`src/rtl/tilt_eq_shelf_cascade_assert.svh`:
```
// ----------------------------------------------------------------------------
// Tilt EQ shelf cascade: assertion macros
// Shared concurrent assertion forms, clocked on clk_i and disabled in reset.
// ----------------------------------------------------------------------------
`ifndef TILT_EQ_SHELF_CASCADE_ASSERT_SVH
`define TILT_EQ_SHELF_CASCADE_ASSERT_SVH

// same-cycle implication
`define TES_ASSERT_IMP(lbl, ante, cons, msg) \
  lbl: assert property (@(posedge clk_i) disable iff (!rst_ni) (ante) |-> (cons)) \
    else $error(msg);

// next-cycle implication
`define TES_ASSERT_NXT(lbl, ante, cons, msg) \
  lbl: assert property (@(posedge clk_i) disable iff (!rst_ni) (ante) |=> (cons)) \
    else $error(msg);

`endif

```
`src/rtl/tes_pkg.sv`:
```
// ----------------------------------------------------------------------------
// Tilt EQ shelf cascade: package
// Widths, register codes, control word layout and the microcode program.
// ----------------------------------------------------------------------------
`default_nettype none

package tes_pkg;

  localparam int NUM_CHANNELS = 8;
  localparam int SAMPLE_BITS  = 24;
  localparam int CHAN_W       = 3;
  localparam int COEF_W       = 24;
  localparam int PAIR_W       = 2 * COEF_W;
  localparam int NUM_REGS     = 5;
  localparam int REG_IDX_W    = 3;
  localparam int HIST_W       = 40;
  localparam int HIST_DEPTH   = NUM_CHANNELS * 4;
  localparam int HIST_AW      = $clog2(HIST_DEPTH);
  localparam int FRAC_Y       = 20;
  localparam int FRAC_Z       = 8;
  localparam int PROD_W       = COEF_W + SAMPLE_BITS;
  localparam int ACC_W        = ((PROD_W > HIST_W + FRAC_Z) ? PROD_W : HIST_W + FRAC_Z) + 2;
  localparam int PROG_LEN     = 20;
  localparam int STEP_W       = $clog2(PROG_LEN);
  localparam int STEP_PASS    = 17;

  typedef enum logic [REG_IDX_W-1:0] {
    REG_B0,
    REG_B1,
    REG_B2,
    REG_A1,
    REG_A2
  } coef_e;

  localparam logic [PAIR_W-1:0] COEF_RESET [NUM_REGS] = '{
    48'h1000_0010_0000, 48'h0, 48'h0, 48'h0, 48'h0
  };

  typedef enum logic {
    SRC_X,
    SRC_Y
  } src_e;

  typedef enum logic [2:0] {
    ACC_NONE,
    ACC_LOAD_PROD,
    ACC_SUB_PROD,
    ACC_ADD_HIST,
    ACC_LOAD_X
  } acc_e;

  typedef enum logic [2:0] {
    JMP_NEXT,
    JMP_BADCH,
    JMP_WAIT,
    JMP_WAIT_END,
    JMP_END
  } jmp_e;

  typedef struct packed {
    logic              mul_en;
    coef_e             coef_sel;
    logic              coef_hi;
    src_e              mul_src;
    acc_e              acc_op;
    logic              rd_en;
    logic              wr_en;
    logic              hstage;
    logic              hword;
    logic              y_ld;
    logic              x_ld;
    logic              emit;
    jmp_e              jmp;
    logic [STEP_W-1:0] target;
  } ucode_t;

  typedef struct packed {
    logic   start;
    ucode_t uc;
  } ctrl_t;

  typedef struct packed {
    logic bad_chan;
    logic out_busy;
  } stat_t;

  // Program: low shelf in steps 0..8, high shelf in 8..16, pass-through in 17..19.
  function automatic ucode_t ucode_rom(input logic [STEP_W-1:0] step);
    ucode_t w;
    w = '0;
    case (int'(step))
      0: begin
        w.mul_en = 1'b1; w.coef_sel = REG_B0; w.mul_src = SRC_X;
        w.jmp = JMP_BADCH; w.target = STEP_W'(STEP_PASS);
      end
      1: begin
        w.acc_op = ACC_LOAD_PROD; w.rd_en = 1'b1;
        w.mul_en = 1'b1; w.coef_sel = REG_B1; w.mul_src = SRC_X;
      end
      2: begin
        w.acc_op = ACC_ADD_HIST; w.rd_en = 1'b1; w.hword = 1'b1;
      end
      3: begin
        w.y_ld = 1'b1; w.acc_op = ACC_LOAD_PROD;
      end
      4: begin
        w.acc_op = ACC_ADD_HIST;
        w.mul_en = 1'b1; w.coef_sel = REG_A1; w.mul_src = SRC_Y;
      end
      5: begin
        w.acc_op = ACC_SUB_PROD;
        w.mul_en = 1'b1; w.coef_sel = REG_B2; w.mul_src = SRC_X;
      end
      6: begin
        w.wr_en = 1'b1; w.acc_op = ACC_LOAD_PROD;
        w.mul_en = 1'b1; w.coef_sel = REG_A2; w.mul_src = SRC_Y;
      end
      7: begin
        w.acc_op = ACC_SUB_PROD;
      end
      8: begin
        w.wr_en = 1'b1; w.hword = 1'b1; w.x_ld = 1'b1;
        w.mul_en = 1'b1; w.coef_sel = REG_B0; w.coef_hi = 1'b1; w.mul_src = SRC_Y;
      end
      9: begin
        w.acc_op = ACC_LOAD_PROD; w.rd_en = 1'b1; w.hstage = 1'b1;
        w.mul_en = 1'b1; w.coef_sel = REG_B1; w.coef_hi = 1'b1; w.mul_src = SRC_X;
      end
      10: begin
        w.acc_op = ACC_ADD_HIST; w.rd_en = 1'b1; w.hstage = 1'b1; w.hword = 1'b1;
      end
      11: begin
        w.y_ld = 1'b1; w.acc_op = ACC_LOAD_PROD;
      end
      12: begin
        w.acc_op = ACC_ADD_HIST; w.emit = 1'b1; w.jmp = JMP_WAIT;
        w.mul_en = 1'b1; w.coef_sel = REG_A1; w.coef_hi = 1'b1; w.mul_src = SRC_Y;
      end
      13: begin
        w.acc_op = ACC_SUB_PROD;
        w.mul_en = 1'b1; w.coef_sel = REG_B2; w.coef_hi = 1'b1; w.mul_src = SRC_X;
      end
      14: begin
        w.wr_en = 1'b1; w.hstage = 1'b1; w.acc_op = ACC_LOAD_PROD;
        w.mul_en = 1'b1; w.coef_sel = REG_A2; w.coef_hi = 1'b1; w.mul_src = SRC_Y;
      end
      15: begin
        w.acc_op = ACC_SUB_PROD;
      end
      16: begin
        w.wr_en = 1'b1; w.hstage = 1'b1; w.hword = 1'b1; w.jmp = JMP_END;
      end
      17: begin
        w.acc_op = ACC_LOAD_X;
      end
      18: begin
        w.y_ld = 1'b1;
      end
      19: begin
        w.emit = 1'b1; w.jmp = JMP_WAIT_END;
      end
      default: begin
        w.jmp = JMP_END;
      end
    endcase
    return w;
  endfunction

endpackage

`default_nettype wire

```
`src/rtl/tes_stream_if.sv`:
```
// ----------------------------------------------------------------------------
// Tilt EQ shelf cascade: stream interfaces
// Valid/ready channels for input samples and filtered results.
// ----------------------------------------------------------------------------
`default_nettype none

interface tes_in_if;
  logic                                  valid;
  logic                                  ready;
  logic [tes_pkg::CHAN_W-1:0]            chan_index;
  logic signed [tes_pkg::SAMPLE_BITS-1:0] sample_in;
  logic                                  block_end;

  modport source (output valid, chan_index, sample_in, block_end, input ready);
  modport sink   (input valid, chan_index, sample_in, block_end, output ready);
endinterface

interface tes_out_if;
  logic                                  valid;
  logic                                  ready;
  logic [tes_pkg::CHAN_W-1:0]            chan_out;
  logic signed [tes_pkg::SAMPLE_BITS-1:0] sample_out;
  logic                                  block_end_out;
  logic                                  clipped;

  modport source (output valid, chan_out, sample_out, block_end_out, clipped, input ready);
  modport sink   (input valid, chan_out, sample_out, block_end_out, clipped, output ready);
endinterface

`default_nettype wire

```
`src/rtl/tes_sequencer.sv`:
```
// ----------------------------------------------------------------------------
// Tilt EQ shelf cascade: microcode sequencer
// Step counter over the control program, with wait and branch handling.
// ----------------------------------------------------------------------------
`default_nettype none

`include "tilt_eq_shelf_cascade_assert.svh"

module tes_sequencer (
  input  wire                  clk_i,
  input  wire                  rst_ni,
  input  wire                  in_valid_i,
  output logic                 in_ready_o,
  input  wire tes_pkg::stat_t  stat_i,
  output tes_pkg::ctrl_t       ctrl_o
);

  typedef enum logic {
    ST_IDLE,
    ST_RUN
  } state_e;

  state_e                       state_q, state_d;
  logic [tes_pkg::STEP_W-1:0]   step_q, step_d;
  tes_pkg::ucode_t              uc;
  logic                         stall;

  always_comb begin
    uc    = tes_pkg::ucode_rom(step_q);
    // hold the emitting step while the result slot is still occupied
    stall = ((uc.jmp == tes_pkg::JMP_WAIT) || (uc.jmp == tes_pkg::JMP_WAIT_END)) &&
            stat_i.out_busy;
    state_d = state_q;
    step_d  = step_q;
    case (state_q)
      ST_IDLE: begin
        if (in_valid_i) begin
          state_d = ST_RUN;
          step_d  = '0;
        end
      end
      ST_RUN: begin
        if (!stall) begin
          case (uc.jmp)
            tes_pkg::JMP_NEXT, tes_pkg::JMP_WAIT: begin
              step_d = step_q + 1'b1;
            end
            tes_pkg::JMP_BADCH: begin
              step_d = stat_i.bad_chan ? uc.target : step_q + 1'b1;
            end
            default: begin
              state_d = ST_IDLE;
              step_d  = '0;
            end
          endcase
        end
      end
      default: begin
        state_d = ST_IDLE;
        step_d  = '0;
      end
    endcase
  end

  always_ff @(posedge clk_i or negedge rst_ni) begin
    if (!rst_ni) begin
      state_q <= ST_IDLE;
      step_q  <= '0;
    end else begin
      state_q <= state_d;
      step_q  <= step_d;
    end
  end

  assign in_ready_o   = (state_q == ST_IDLE);
  assign ctrl_o.start = in_valid_i && in_ready_o;
  assign ctrl_o.uc    = ((state_q == ST_RUN) && !stall) ? uc : '0;

  `TES_ASSERT_NXT(a_start_at_zero, ctrl_o.start, (state_q == ST_RUN) && (step_q == '0), "item did not start at step zero")
  `TES_ASSERT_IMP(a_step_range, state_q == ST_RUN, step_q < tes_pkg::STEP_W'(tes_pkg::PROG_LEN), "step counter left the program")
  `TES_ASSERT_NXT(a_stall_holds, (state_q == ST_RUN) && stall, (state_q == ST_RUN) && $stable(step_q), "stalled step advanced")

endmodule

`default_nettype wire

```
`src/rtl/tes_datapath.sv`:
```
// ----------------------------------------------------------------------------
// Tilt EQ shelf cascade: datapath
// Coefficient registers, shared multiply-accumulate, history memory and the
// result register.
// ----------------------------------------------------------------------------
`default_nettype none

`include "tilt_eq_shelf_cascade_assert.svh"

module tes_datapath (
  input  wire                                     clk_i,
  input  wire                                     rst_ni,
  input  wire tes_pkg::ctrl_t                     ctrl_i,
  output tes_pkg::stat_t                          stat_o,
  input  wire [tes_pkg::CHAN_W-1:0]               chan_i,
  input  wire signed [tes_pkg::SAMPLE_BITS-1:0]   sample_i,
  input  wire                                     block_end_i,
  input  wire                                     cfg_we_i,
  input  wire [tes_pkg::REG_IDX_W-1:0]            cfg_index_i,
  input  wire [tes_pkg::PAIR_W-1:0]               cfg_data_i,
  input  wire                                     out_ready_i,
  output logic                                    out_valid_o,
  output logic [tes_pkg::CHAN_W-1:0]              out_chan_o,
  output logic signed [tes_pkg::SAMPLE_BITS-1:0]  out_sample_o,
  output logic                                    out_block_end_o,
  output logic                                    out_clipped_o
);

  localparam int RND_W = tes_pkg::ACC_W + 1;
  localparam logic signed [RND_W-1:0] Y_HALF = RND_W'(64'sd1 <<< (tes_pkg::FRAC_Y - 1));
  localparam logic signed [RND_W-1:0] Z_HALF = RND_W'(64'sd1 <<< (tes_pkg::FRAC_Z - 1));
  localparam logic signed [RND_W-1:0] SMP_MAX =
    RND_W'((64'sd1 <<< (tes_pkg::SAMPLE_BITS - 1)) - 64'sd1);
  localparam logic signed [RND_W-1:0] SMP_MIN =
    RND_W'(-(64'sd1 <<< (tes_pkg::SAMPLE_BITS - 1)));
  localparam logic signed [RND_W-1:0] HST_MAX =
    RND_W'((64'sd1 <<< (tes_pkg::HIST_W - 1)) - 64'sd1);
  localparam logic signed [RND_W-1:0] HST_MIN =
    RND_W'(-(64'sd1 <<< (tes_pkg::HIST_W - 1)));

  logic [tes_pkg::PAIR_W-1:0]             coef_q [tes_pkg::NUM_REGS];
  logic                                   cfg_hit;
  logic [tes_pkg::PAIR_W-1:0]             coef_word;
  logic signed [tes_pkg::COEF_W-1:0]      mul_a;
  logic signed [tes_pkg::SAMPLE_BITS-1:0] mul_b;

  logic [tes_pkg::CHAN_W-1:0]             chan_q;
  logic signed [tes_pkg::SAMPLE_BITS-1:0] x_q;
  logic signed [tes_pkg::SAMPLE_BITS-1:0] y_q;
  logic                                   blk_q;
  logic                                   clip_q;
  logic signed [tes_pkg::PROD_W-1:0]      prod_q;
  logic signed [tes_pkg::ACC_W-1:0]       acc_q;
  logic signed [tes_pkg::HIST_W-1:0]      hist_q;

  logic signed [tes_pkg::HIST_W-1:0]      hist_mem [tes_pkg::HIST_DEPTH];
  logic [tes_pkg::HIST_DEPTH-1:0]         hist_vld_q;
  logic [tes_pkg::HIST_AW-1:0]            hist_addr;

  logic signed [RND_W-1:0]                acc_wide, y_rnd, z_rnd;
  logic signed [tes_pkg::SAMPLE_BITS-1:0] y_sat;
  logic                                   y_hit;
  logic signed [tes_pkg::HIST_W-1:0]      z_sat;
  logic                                   bad_chan;
  logic                                   out_valid_q;

  // Configuration: a write to a listed register also drops all history.
  assign cfg_hit = cfg_we_i && (cfg_index_i < tes_pkg::REG_IDX_W'(tes_pkg::NUM_REGS));

  always_ff @(posedge clk_i or negedge rst_ni) begin
    if (!rst_ni) begin
      for (int i = 0; i < tes_pkg::NUM_REGS; i++) begin
        coef_q[i] <= tes_pkg::COEF_RESET[i];
      end
    end else if (cfg_hit) begin
      coef_q[cfg_index_i] <= cfg_data_i;
    end
  end

  always_comb begin
    coef_word = coef_q[ctrl_i.uc.coef_sel];
    mul_a     = ctrl_i.uc.coef_hi ? coef_word[tes_pkg::PAIR_W-1:tes_pkg::COEF_W]
                                  : coef_word[tes_pkg::COEF_W-1:0];
    mul_b     = (ctrl_i.uc.mul_src == tes_pkg::SRC_Y) ? y_q : x_q;
  end

  // Round-to-nearest and saturation of the accumulator for output and history.
  always_comb begin
    acc_wide = RND_W'(acc_q);
    y_rnd    = (acc_wide + Y_HALF) >>> tes_pkg::FRAC_Y;
    z_rnd    = (acc_wide + Z_HALF) >>> tes_pkg::FRAC_Z;
    y_hit    = 1'b1;
    if (y_rnd > SMP_MAX) begin
      y_sat = SMP_MAX[tes_pkg::SAMPLE_BITS-1:0];
    end else if (y_rnd < SMP_MIN) begin
      y_sat = SMP_MIN[tes_pkg::SAMPLE_BITS-1:0];
    end else begin
      y_sat = y_rnd[tes_pkg::SAMPLE_BITS-1:0];
      y_hit = 1'b0;
    end
    if (z_rnd > HST_MAX) begin
      z_sat = HST_MAX[tes_pkg::HIST_W-1:0];
    end else if (z_rnd < HST_MIN) begin
      z_sat = HST_MIN[tes_pkg::HIST_W-1:0];
    end else begin
      z_sat = z_rnd[tes_pkg::HIST_W-1:0];
    end
  end

  assign hist_addr = tes_pkg::HIST_AW'({chan_q, ctrl_i.uc.hstage, ctrl_i.uc.hword});
  assign bad_chan  = (32'(chan_q) >= 32'(tes_pkg::NUM_CHANNELS));

  always_ff @(posedge clk_i) begin
    if (ctrl_i.start) begin
      chan_q <= chan_i;
      x_q    <= sample_i;
      blk_q  <= block_end_i;
      clip_q <= 1'b0;
    end else begin
      if (ctrl_i.uc.x_ld) begin
        x_q <= y_q;
      end
      if (ctrl_i.uc.y_ld) begin
        clip_q <= clip_q | y_hit;
      end
    end
    if (ctrl_i.uc.y_ld) begin
      y_q <= y_sat;
    end
    if (ctrl_i.uc.mul_en) begin
      prod_q <= mul_a * mul_b;
    end
    case (ctrl_i.uc.acc_op)
      tes_pkg::ACC_LOAD_PROD: acc_q <= tes_pkg::ACC_W'(prod_q);
      tes_pkg::ACC_SUB_PROD:  acc_q <= acc_q - tes_pkg::ACC_W'(prod_q);
      tes_pkg::ACC_ADD_HIST:  acc_q <= acc_q + (tes_pkg::ACC_W'(hist_q) <<< tes_pkg::FRAC_Z);
      tes_pkg::ACC_LOAD_X:    acc_q <= tes_pkg::ACC_W'(x_q) <<< tes_pkg::FRAC_Y;
      default:                acc_q <= acc_q;
    endcase
  end

  // History memory; a word never written since the last clear reads as zero.
  always_ff @(posedge clk_i) begin
    if (ctrl_i.uc.wr_en) begin
      hist_mem[hist_addr] <= z_sat;
    end
    if (ctrl_i.uc.rd_en) begin
      hist_q <= hist_vld_q[hist_addr] ? hist_mem[hist_addr] : '0;
    end
  end

  always_ff @(posedge clk_i or negedge rst_ni) begin
    if (!rst_ni) begin
      hist_vld_q <= '0;
    end else if (cfg_hit) begin
      hist_vld_q <= '0;
    end else if (ctrl_i.uc.wr_en) begin
      hist_vld_q[hist_addr] <= 1'b1;
    end
  end

  // Result register.
  always_ff @(posedge clk_i or negedge rst_ni) begin
    if (!rst_ni) begin
      out_valid_q <= 1'b0;
    end else if (ctrl_i.uc.emit) begin
      out_valid_q <= 1'b1;
    end else if (out_ready_i) begin
      out_valid_q <= 1'b0;
    end
  end

  always_ff @(posedge clk_i) begin
    if (ctrl_i.uc.emit) begin
      out_chan_o      <= chan_q;
      out_sample_o    <= y_q;
      out_block_end_o <= blk_q;
      out_clipped_o   <= clip_q;
    end
  end

  assign out_valid_o     = out_valid_q;
  assign stat_o.bad_chan = bad_chan;
  assign stat_o.out_busy = out_valid_q && !out_ready_i;

  `TES_ASSERT_IMP(a_emit_slot_free, ctrl_i.uc.emit, !out_valid_q || out_ready_i, "result overwritten before taken")
  `TES_ASSERT_IMP(a_hist_chan_valid, ctrl_i.uc.wr_en || ctrl_i.uc.rd_en, !bad_chan, "history access for out-of-range channel")
  `TES_ASSERT_IMP(a_no_rw_clash, ctrl_i.uc.wr_en, !ctrl_i.uc.rd_en, "history read and write in one step")

endmodule

`default_nettype wire

```
`src/rtl/tilt_eq_shelf_cascade.sv`:
```
// Items are taken one at a time: a new item is accepted only after the
// single shared multiply-accumulate has run the program for the last one;
// a channel out of range passes through unfiltered on a shorter path.
// Reset: coefficients return to b0 = 1.0 and the rest zero; history reads as
// zero through per-word valid bits, so no clearing pass follows reset.
// ----------------------------------------------------------------------------
// Tilt EQ shelf cascade: top level
// Low-shelf then high-shelf biquad per channel, microcoded on one MAC.
// ----------------------------------------------------------------------------
`default_nettype none

module tilt_eq_shelf_cascade (
  input  wire                               clk_i,
  input  wire                               rst_ni,
  tes_in_if.sink                            smp_i,
  tes_out_if.source                         res_o,
  input  wire                               cfg_we_i,
  input  wire [tes_pkg::REG_IDX_W-1:0]      cfg_index_i,
  input  wire [tes_pkg::PAIR_W-1:0]         cfg_data_i
);

  tes_pkg::ctrl_t ctrl;
  tes_pkg::stat_t stat;

  tes_sequencer u_seq (
    .clk_i      (clk_i),
    .rst_ni     (rst_ni),
    .in_valid_i (smp_i.valid),
    .in_ready_o (smp_i.ready),
    .stat_i     (stat),
    .ctrl_o     (ctrl)
  );

  tes_datapath u_dp (
    .clk_i           (clk_i),
    .rst_ni          (rst_ni),
    .ctrl_i          (ctrl),
    .stat_o          (stat),
    .chan_i          (smp_i.chan_index),
    .sample_i        (smp_i.sample_in),
    .block_end_i     (smp_i.block_end),
    .cfg_we_i        (cfg_we_i),
    .cfg_index_i     (cfg_index_i),
    .cfg_data_i      (cfg_data_i),
    .out_ready_i     (res_o.ready),
    .out_valid_o     (res_o.valid),
    .out_chan_o      (res_o.chan_out),
    .out_sample_o    (res_o.sample_out),
    .out_block_end_o (res_o.block_end_out),
    .out_clipped_o   (res_o.clipped)
  );

endmodule

`default_nettype wire

```
`src/flat_wrapper.sv`:
```
// flat-port wrapper written by rule: the top's interface ports become plain ports
module tilt_eq_shelf_cascade_flat 
  (clk_i, rst_ni, cfg_we_i, cfg_index_i, cfg_data_i, smp_i_valid, smp_i_chan_index, smp_i_sample_in, smp_i_block_end, smp_i_ready, res_o_valid, res_o_chan_out, res_o_sample_out, res_o_block_end_out, res_o_clipped, res_o_ready);
  tes_in_if smp_i_i ();
  tes_out_if res_o_i ();
  input  wire clk_i;
  input  wire rst_ni;
  input  wire cfg_we_i;
  input  wire [tes_pkg::REG_IDX_W-1:0] cfg_index_i;
  input  wire [tes_pkg::PAIR_W-1:0] cfg_data_i;
  input wire logic [$bits(smp_i_i.valid)-1:0] smp_i_valid;
  input wire logic [$bits(smp_i_i.chan_index)-1:0] smp_i_chan_index;
  input wire logic [$bits(smp_i_i.sample_in)-1:0] smp_i_sample_in;
  input wire logic [$bits(smp_i_i.block_end)-1:0] smp_i_block_end;
  output wire logic [$bits(smp_i_i.ready)-1:0] smp_i_ready;
  output wire logic [$bits(res_o_i.valid)-1:0] res_o_valid;
  output wire logic [$bits(res_o_i.chan_out)-1:0] res_o_chan_out;
  output wire logic [$bits(res_o_i.sample_out)-1:0] res_o_sample_out;
  output wire logic [$bits(res_o_i.block_end_out)-1:0] res_o_block_end_out;
  output wire logic [$bits(res_o_i.clipped)-1:0] res_o_clipped;
  input wire logic [$bits(res_o_i.ready)-1:0] res_o_ready;
  assign smp_i_i.valid = smp_i_valid;
  assign smp_i_i.chan_index = smp_i_chan_index;
  assign smp_i_i.sample_in = smp_i_sample_in;
  assign smp_i_i.block_end = smp_i_block_end;
  assign smp_i_ready = smp_i_i.ready;
  assign res_o_valid = res_o_i.valid;
  assign res_o_chan_out = res_o_i.chan_out;
  assign res_o_sample_out = res_o_i.sample_out;
  assign res_o_block_end_out = res_o_i.block_end_out;
  assign res_o_clipped = res_o_i.clipped;
  assign res_o_i.ready = res_o_ready;
  tilt_eq_shelf_cascade u_core (.clk_i(clk_i), .rst_ni(rst_ni), .smp_i(smp_i_i), .res_o(res_o_i), .cfg_we_i(cfg_we_i), .cfg_index_i(cfg_index_i), .cfg_data_i(cfg_data_i));
endmodule
```
`config.mk`:
```
export PLATFORM = sky130hd
export DESIGN_NAME = tilt_eq_shelf_cascade_flat
export DESIGN_NICKNAME = d
export VERILOG_FILES = /design/src/rtl/tes_pkg.sv /design/src/rtl/tes_stream_if.sv /design/src/rtl/tes_sequencer.sv /design/src/rtl/tes_datapath.sv /design/src/rtl/tilt_eq_shelf_cascade.sv /design/src/flat_wrapper.sv
export VERILOG_INCLUDE_DIRS = /design/src /design/src/rtl
export SDC_FILE = /design/constraint.sdc
export NUM_CORES = 2
export LEC_CHECK = 0
export ABC_AREA = 1
export ABC_CLOCK_PERIOD_IN_PS = 19850
export CORE_ASPECT_RATIO = 1.5
export CORE_UTILIZATION = 42
export DETAILED_ROUTE_END_ITERATION = 10
export DONT_BUFFER_PORTS = 1
export SYNTH_ARGS = -nofsm -noshare
export SYNTH_HDL_FRONTEND = slang
export SYNTH_SLANG_ARGS = --single-unit
```
`constraint.sdc`:
```
create_clock -name clk_i -period 19.85 [get_ports clk_i]
set_input_delay 0.9925 -clock clk_i [delete_from_list [all_inputs] [get_ports clk_i]]
set_output_delay 0.9925 -clock clk_i [all_outputs]
set_load 0.05 [all_outputs]
```
# Word level (Yosys, flattened, before mapping)
# Memories as Yosys holds them, arrays and structs flattened. A register that Yosys moved wholly into a read port is not among the register bits.
# Index checks and enable logic that the tools add are counted.
[totals]
in_bits = 84
register_bits = 459
wordCells = 154
ram_bits = 1280
rom_bits = 0
latchBits = 0
output_inout_bits = 31
mem_count = 1
[mem_list]
columns = ["memory", "depth", "word_bits", "read_ports", "rd_clocked_by_memory_dff", "wr", "line", "source"]
rows = [
  ["u_core.u_dp.hist_mem", 32, 40, 1, 1, 1, "tes_datapath.sv:56", "logic signed [tes_pkg::HIST_W-1:0] hist_mem [tes_pkg::HIST_DEPTH];"],
]
[classes]
bitwise = 5
mux = 48
addsub = 5
div = 0
mul = 1
reduce_logical = 36
eq_ne = 28
shifts = 0
n_lt_le_gt_ge = 10
[ops]
columns = ["op", "count"]
rows = [
  ["bitwise mux 240 bit", 1],
  ["case mux 50 bit (4 select lines)", 1],
  ["binary-select mux 48 bit (select 3 bit)", 1],
  ["demux 48 bit (select 3 bit)", 1],
  ["two-way mux 24 bit", 6],
  ["two-way mux 48 bit", 3],
  ["two-way mux 40 bit", 2],
  ["two-way mux 32 bit", 2],
  ["adder 50 x 21 -> 51 bit (second input constant)", 1],
  ["adder 50 x 9 -> 51 bit (second input constant)", 1],
  ["adder 50 x 48 -> 50 bit", 1],
  ["subtractor 50 x 48 -> 50 bit", 1],
  ["multiplier 24 x 24 -> 48 bit", 1],
  ["greater-than comparator 43 x 40 -> 1 bit (second input constant)", 1],
  ["less-than comparator 43 x 40 -> 1 bit (second input constant)", 1],
  ["equality test 5 x 4 -> 1 bit (second input constant)", 8],
  ["bitwise OR 32 bit", 1],
  ["greater-than comparator 31 x 24 -> 1 bit (second input constant)", 1],
  ["less-than comparator 31 x 24 -> 1 bit (second input constant)", 1],
  ["case mux 3 bit (4 select lines)", 2],
  ["OR reduction 4 bit", 6],
  ["equality test 5 x 3 -> 1 bit (second input constant)", 4],
  ["equality test 5 bit (second input constant)", 4],
  ["two-way mux 1 bit", 20],
  ["other kinds (34)", 62],
]

# Longest topological paths before layout
[logic_depth]
ltp_word = 16
mapped_depth = 45
mapped_depth_nobuf = 43

# Hierarchy
# From an unflattened synthesis, not the netlist that was laid out.
[unflattened]
hier_cells = 9700
hier_area_um2 = 99834.5
[modules_own_cells]
columns = ["module", "instances", "seq_area_each_um2", "cells_per_inst", "area_each_um2"]
rows = [
  ["tes_datapath", 1, 51867.2, 9561, 98933.6],
  ["tes_sequencer", 1, 150.1, 139, 900.9],
]

# Worst setup path before layout
# Ideal clock, no wire load.
[synth_timing]
path_kind = "input-to-reg"
start = "input res_o_ready"
end = "register u_core.u_dp.prod_q[47] (netlist name), data pin"
stages = 35
n_path_buf = 3
t_arrival_ns = 9.143
slack_ns = 10.455
setup_time_ns = 0.253
required_time_ns = 19.597
path_cell_list = "nor2_1 > nand2_4 > nand2_8 > nor2_2 > nand2_2 > inv_2 > buf_6 > buf_6 > nand3_1 > nand3_1 > nand2_1 > buf_4 > nand2_1 > inv_2 > fa_1 > fa_1 > inv_1 > fa_1 > inv_1 > fa_1 > fa_1 > fa_1 > fa_1 > ha_1 > nand2_1 > nor2_1 > nand2_1 > nor2_1 > nand4_1 > nand3_1 > nand2_1 > nand3_1 > nand2_1 > inv_1 > nor2_1"
[synth_between]
elab_chain_cells = 12
word_cells_on_any_way = 13
classes_between = "mul: 1; mux: 6; bitwise: 1; reduce/logical: 5"
[synth_rtl]
columns = ["element", "line", "source"]
rows = [
  ["from (decl)", "flat_wrapper.sv:21", "input wire logic [$bits(res_o_i.ready)-1:0] res_o_ready;"],
  ["zero test 1 bit *", "tes_datapath.sv:184", "assign stat_o.out_busy = out_valid_q && !out_ready_i;"],
  ["logical AND 1 bit *", "tes_datapath.sv:184", ""],
  ["logical AND 1 bit *", "tes_sequencer.sv:31", "stall = ((uc.jmp == tes_pkg::JMP_WAIT) || (uc.jmp == tes_pkg::JMP_WAIT_END)) &&"],
  ["zero test 1 bit *", "tes_sequencer.sv:77", "assign ctrl_o.uc = ((state_q == ST_RUN) && !stall) ? uc : '0;"],
  ["logical AND 1 bit *", "tes_sequencer.sv:77", ""],
  ["two-way mux 24 bit *", "tes_sequencer.sv:77", ""],
  ["inverter 3 -> 4 bit (implied by the code)", "tes_datapath.sv:81", "coef_word = coef_q[ctrl_i.uc.coef_sel];"],
  ["binary-select mux 48 bit (select 3 bit)", "tes_datapath.sv:81", ""],
  ["two-way mux 48 bit (implied by the code) (2 in a row)", "tes_datapath.sv:81", ""],
  ["two-way mux 24 bit", "tes_datapath.sv:82", "mul_a = ctrl_i.uc.coef_hi ? coef_word[tes_pkg::PAIR_W-1:tes_pkg::COEF_W]"],
  ["multiplier 24 x 24 -> 48 bit *", "tes_datapath.sv:131", "prod_q <= mul_a * mul_b;"],
  ["to (signal assigned)", "tes_datapath.sv:131", ""],
  ["to (decl)", "tes_datapath.sv:52", "logic signed [tes_pkg::PROD_W-1:0] prod_q;"],
]
# Every way passes the cells marked *; elsewhere a longest branch is shown, timed or not. The select of a mux whose other input is x is not followed.
# A chain may end at the register's enable or synchronous reset.

# Worst setup path after layout
[layout_timing]
start = "register u_core.u_dp.out_valid_q, in the netlist u_core.u_dp.out_valid_o"
end = "register u_core.u_dp.prod_q[17] (netlist name), data pin"
[layout_between]
elab_chain_cells = 11
word_cells_on_any_way = 12
classes_between = "mul: 1; mux: 6; bitwise: 1; reduce/logical: 4"
[layout_rtl]
columns = ["element", "line", "source"]
rows = [
  ["from (decl)", "tes_datapath.sv:65", "logic out_valid_q;"],
  ["from (signal assigned)", "tes_datapath.sv:165", "out_valid_q <= 1'b0;"],
  ["from (signal assigned)", "tes_datapath.sv:167", "out_valid_q <= 1'b1;"],
  ["from (signal assigned)", "tes_datapath.sv:169", "out_valid_q <= 1'b0;"],
  ["logical AND 1 bit *", "tes_datapath.sv:184", ""],
  ["logical AND 1 bit *", "tes_sequencer.sv:31", ""],
  ["zero test 1 bit *", "tes_sequencer.sv:77", ""],
  ["logical AND 1 bit *", "tes_sequencer.sv:77", ""],
  ["two-way mux 24 bit *", "tes_sequencer.sv:77", ""],
  ["inverter 3 -> 4 bit (implied by the code)", "tes_datapath.sv:81", ""],
  ["binary-select mux 48 bit (select 3 bit)", "tes_datapath.sv:81", ""],
  ["two-way mux 48 bit (implied by the code) (2 in a row)", "tes_datapath.sv:81", ""],
  ["two-way mux 24 bit", "tes_datapath.sv:82", ""],
  ["multiplier 24 x 24 -> 48 bit *", "tes_datapath.sv:131", ""],
]
# Marks and branches as above.

==> results.yml <==
run_status:
  status: "completed"
critical_path:
  crit_required_ns: 20.46
  slowest_stage: "nand2_1"
  cp_common_cell: "fa_1"
  cp_max_fo: 72
  critPathCaptureType: "flip-flop"
  critical_path_class: "flip-flop to flip-flop"
  worst_path_largest_cell_delay_ns: 0.77
  rrSetupSlack_ns: 7.89
  worstPathArrival_ns: 12.58
  start_kind: "flip-flop"
run:
  cap_violations: 0
sta:
  clock_skew_ns: 0.0882
  fmax_ghz: 0.0836
  setup_viol: 0
  slew_viol_final: 0
  rsz0062_at_grt: "no"
  fin_crit_ns: 11.96
  worst_pin_slew_ns: 1.47
  max_slew_margin_pct: 2.12
  tns_ns: 0
  period_share_pct: 60.3
  finalHoldViolCount: 0
global_route:
  use_met3_pct: 4.45
  antenna_found_initial: 20
  grt_overflow: 0
  grt_usage_pct: 32.0
  grt_max_degree: 278
  grt_first_pass_wirelength_um: 587000
  gr-usage-met2_pct: 54.6
  top_usage_layer: "met2"
  grt_pass1_vias: 83600
  grt_util_met1_pct: 37.3
die:
  boundaryPins: 115
  fp.dieW_um: 412
  dieArea_um2: 254000
  num_rows: 225
  coreArea_um2: 251000
  die_y_um: 617
  start_util_pct: 42.3
routing:
  drc_errors: 0
  dr.pass1.iters: 6
  viasPerCell: 5.64
  ant_nets: 0
  drt-total-wl_um: 408000
  drt_iter0_drc: 8468
  wl_per_cell_um: 27.6
  vias: 83400
synth:
  syn-instance-count: 11600
  synth_top_area_share_pct: 42.5
  ys_seq_elements: 1779
  synth.area.top_cells: "edfxtp_1 42%, nand2_1 15%, fa_1 12%, dfrtp_1 6.5%, inv_1 4.1%"
  ys_seq_area_share_pct: 49.1
  synth_common_cells: "4141 x nand2_1, 1499 x edfxtp_1, 1148 x inv_1, 622 x nor2_1, 609 x fa_1"
  syn_nets: 12500
  postSynthAreaPerCell_um2: 9.14
  netlist_area_um2: 106000
  yosys_warnings: 0
  yosysMostFrequentCell: "nand2_1"
  synth_edf_count: 1499
  synth-async-reset-ratio_pct: 15.7
  synth_area_leader_cell: "edfxtp_1"
  synth-main-ff-cell: "edfxtp_1"
  yosys.cell_types.count: 58
placement:
  hpwl_um: 275000
  numPortBuffers: 0
  place_congestion: 1.02
clocking:
  cts_tree: "built"
  cts.sinks: 1779
  cts.path.max_buffers: 4
  cts_buffers: 182
  clock_latency_ns: 0.91
  htree_levels: 4
  cts_root_buf: "clkbuf_16"
  clk_pin_slew_ns: 0.07
layout:
  drive_gt1_share_pct: 5.52
  n_fill_cell: 24000
  fin_nets: 12300
  multi_input_area_um2: 47200
  syn2layout_area_growth_pct: 8.75
  seq_area_um2: 52000
worst_hold_path:
  hp-class: "input pin to asynchronous set/reset pin"
## cell type report
type                    instances  area share [%]
flip-flops and latches       1779            45.2
multi-input cells            8030            41.0
clock buffers                 221            4.27
inverters                    1179            3.88
well taps                    3291            3.57
repair buffers                175            1.25
clock inverters               104           0.849
diodes                         16          0.0348
## critical path: cells and delay by family, from the launching register on
kind / cells / cell delay, ns
compound gates: 2 / 1.20
flops: 1 / 0.63
fa+ha+maj: 8 / 3.86
xor+xnor: 1 / 0.43
buf+inv: 9 / 1.67
simple gates: 12 / 3.77
## cells by family (layout without fill, tap and decap cells)
kind of cell	Yosys count	count (layout)	synth area share, %
AO/OA/AOI/OAI	1230	1230	6.16
XOR/XNOR	104	104	0.860
adder cells (fa/ha/maj)	840	840	14.2
buffers and inverters	1774	1679	6.75
flip-flops	1779	1779	49.1
multiplexers	11	11	0.105
other	0	16	0
AND/OR/NAND/NOR	5845	5845	22.8
## final timing paths
| check | startpoint | to | cells past startpoint |
|---|---|---|---|
| setup reg to reg | u_core.u_dp.out_valid_o | u_core.u_dp.prod_q[17] | 32 |
| hold / removal | rst_ni | u_core.u_dp.out_valid_o | 1 |
| max in group asynchronous | rst_ni | u_core.u_dp.coef_q[209] | 2 |
| hold reg to reg | u_core.u_dp.clip_q | u_core.u_dp.out_clipped_o | 0 |
| min in group clk_i | smp_i_chan_index[0] | u_core.u_dp.chan_q[0] | 0 |
| setup / recovery | u_core.u_dp.out_valid_o | u_core.u_dp.prod_q[17] | 32 |
## timing repair
item	4_1_cts	5_1_grt
buffers inserted	0	0
hold buffers	2	0
hold endpoints to repair	277	0
gates resized for setup	0	0
## cell usage in the layout (no fill, tap or decap), drive strengths merged, types with 41 or more instances in the layout
cell type / count
a21oi: 540
buf: 174
clkbuf: 221
clkinv: 102
dfrtp: 277
edfxtp: 1499
fa: 609
ha: 231
inv: 1160
nand2: 4157
nand3: 459
nand4: 455
nor2: 633
o211ai: 54
o21ai: 551
or2: 76
xnor2: 41
xor2: 63
## per-stage QoR
stage               hold slack, ns  utilization [%]  setup slack, ns  area (um^2)  cells
floorplan                    0.400                -            10.45       106000  11600
global placement             0.414             43.6             7.55       109000  14500
detailed placement           0.413             43.6             7.72       109000  14500
CTS                          0.185             45.9             7.90       115000  14800
global route                 0.146             46.0             7.44       115000  14800
finish                      0.0929             46.0             7.89       115000  14800
## metal layers
layer,up-vias,share of wire (%),wire length (um)
met5,-,0.011,44
met4,8,7.7,31400
met3,1036,6.5,26500
met2,3588,49,201000
met1,41400,36,148000
li1,37400,-,-
## registers in the layout (all words and copies together) (netlist names), 5 cells and up
| signal | count |
|---|---|
| u_core.u_dp.acc_q | 50 |
| u_core.u_dp.hist_q | 40 |
| u_core.u_dp.x_q | 24 |
| u_core.u_dp.y_q | 24 |
| u_core.u_dp.out_sample_o | 24 |
| u_core.u_dp.prod_q | 48 |
| u_core.u_dp.hist_mem | 1280 |
| u_core.u_dp.hist_vld_q | 32 |
| u_core.u_dp.coef_q | 240 |
| u_core.u_seq.step_q | 5 |
Power is left out: the tool's default activity adds up to more than one toggle a clock period on the data nets, which glitch-free logic cannot reach.
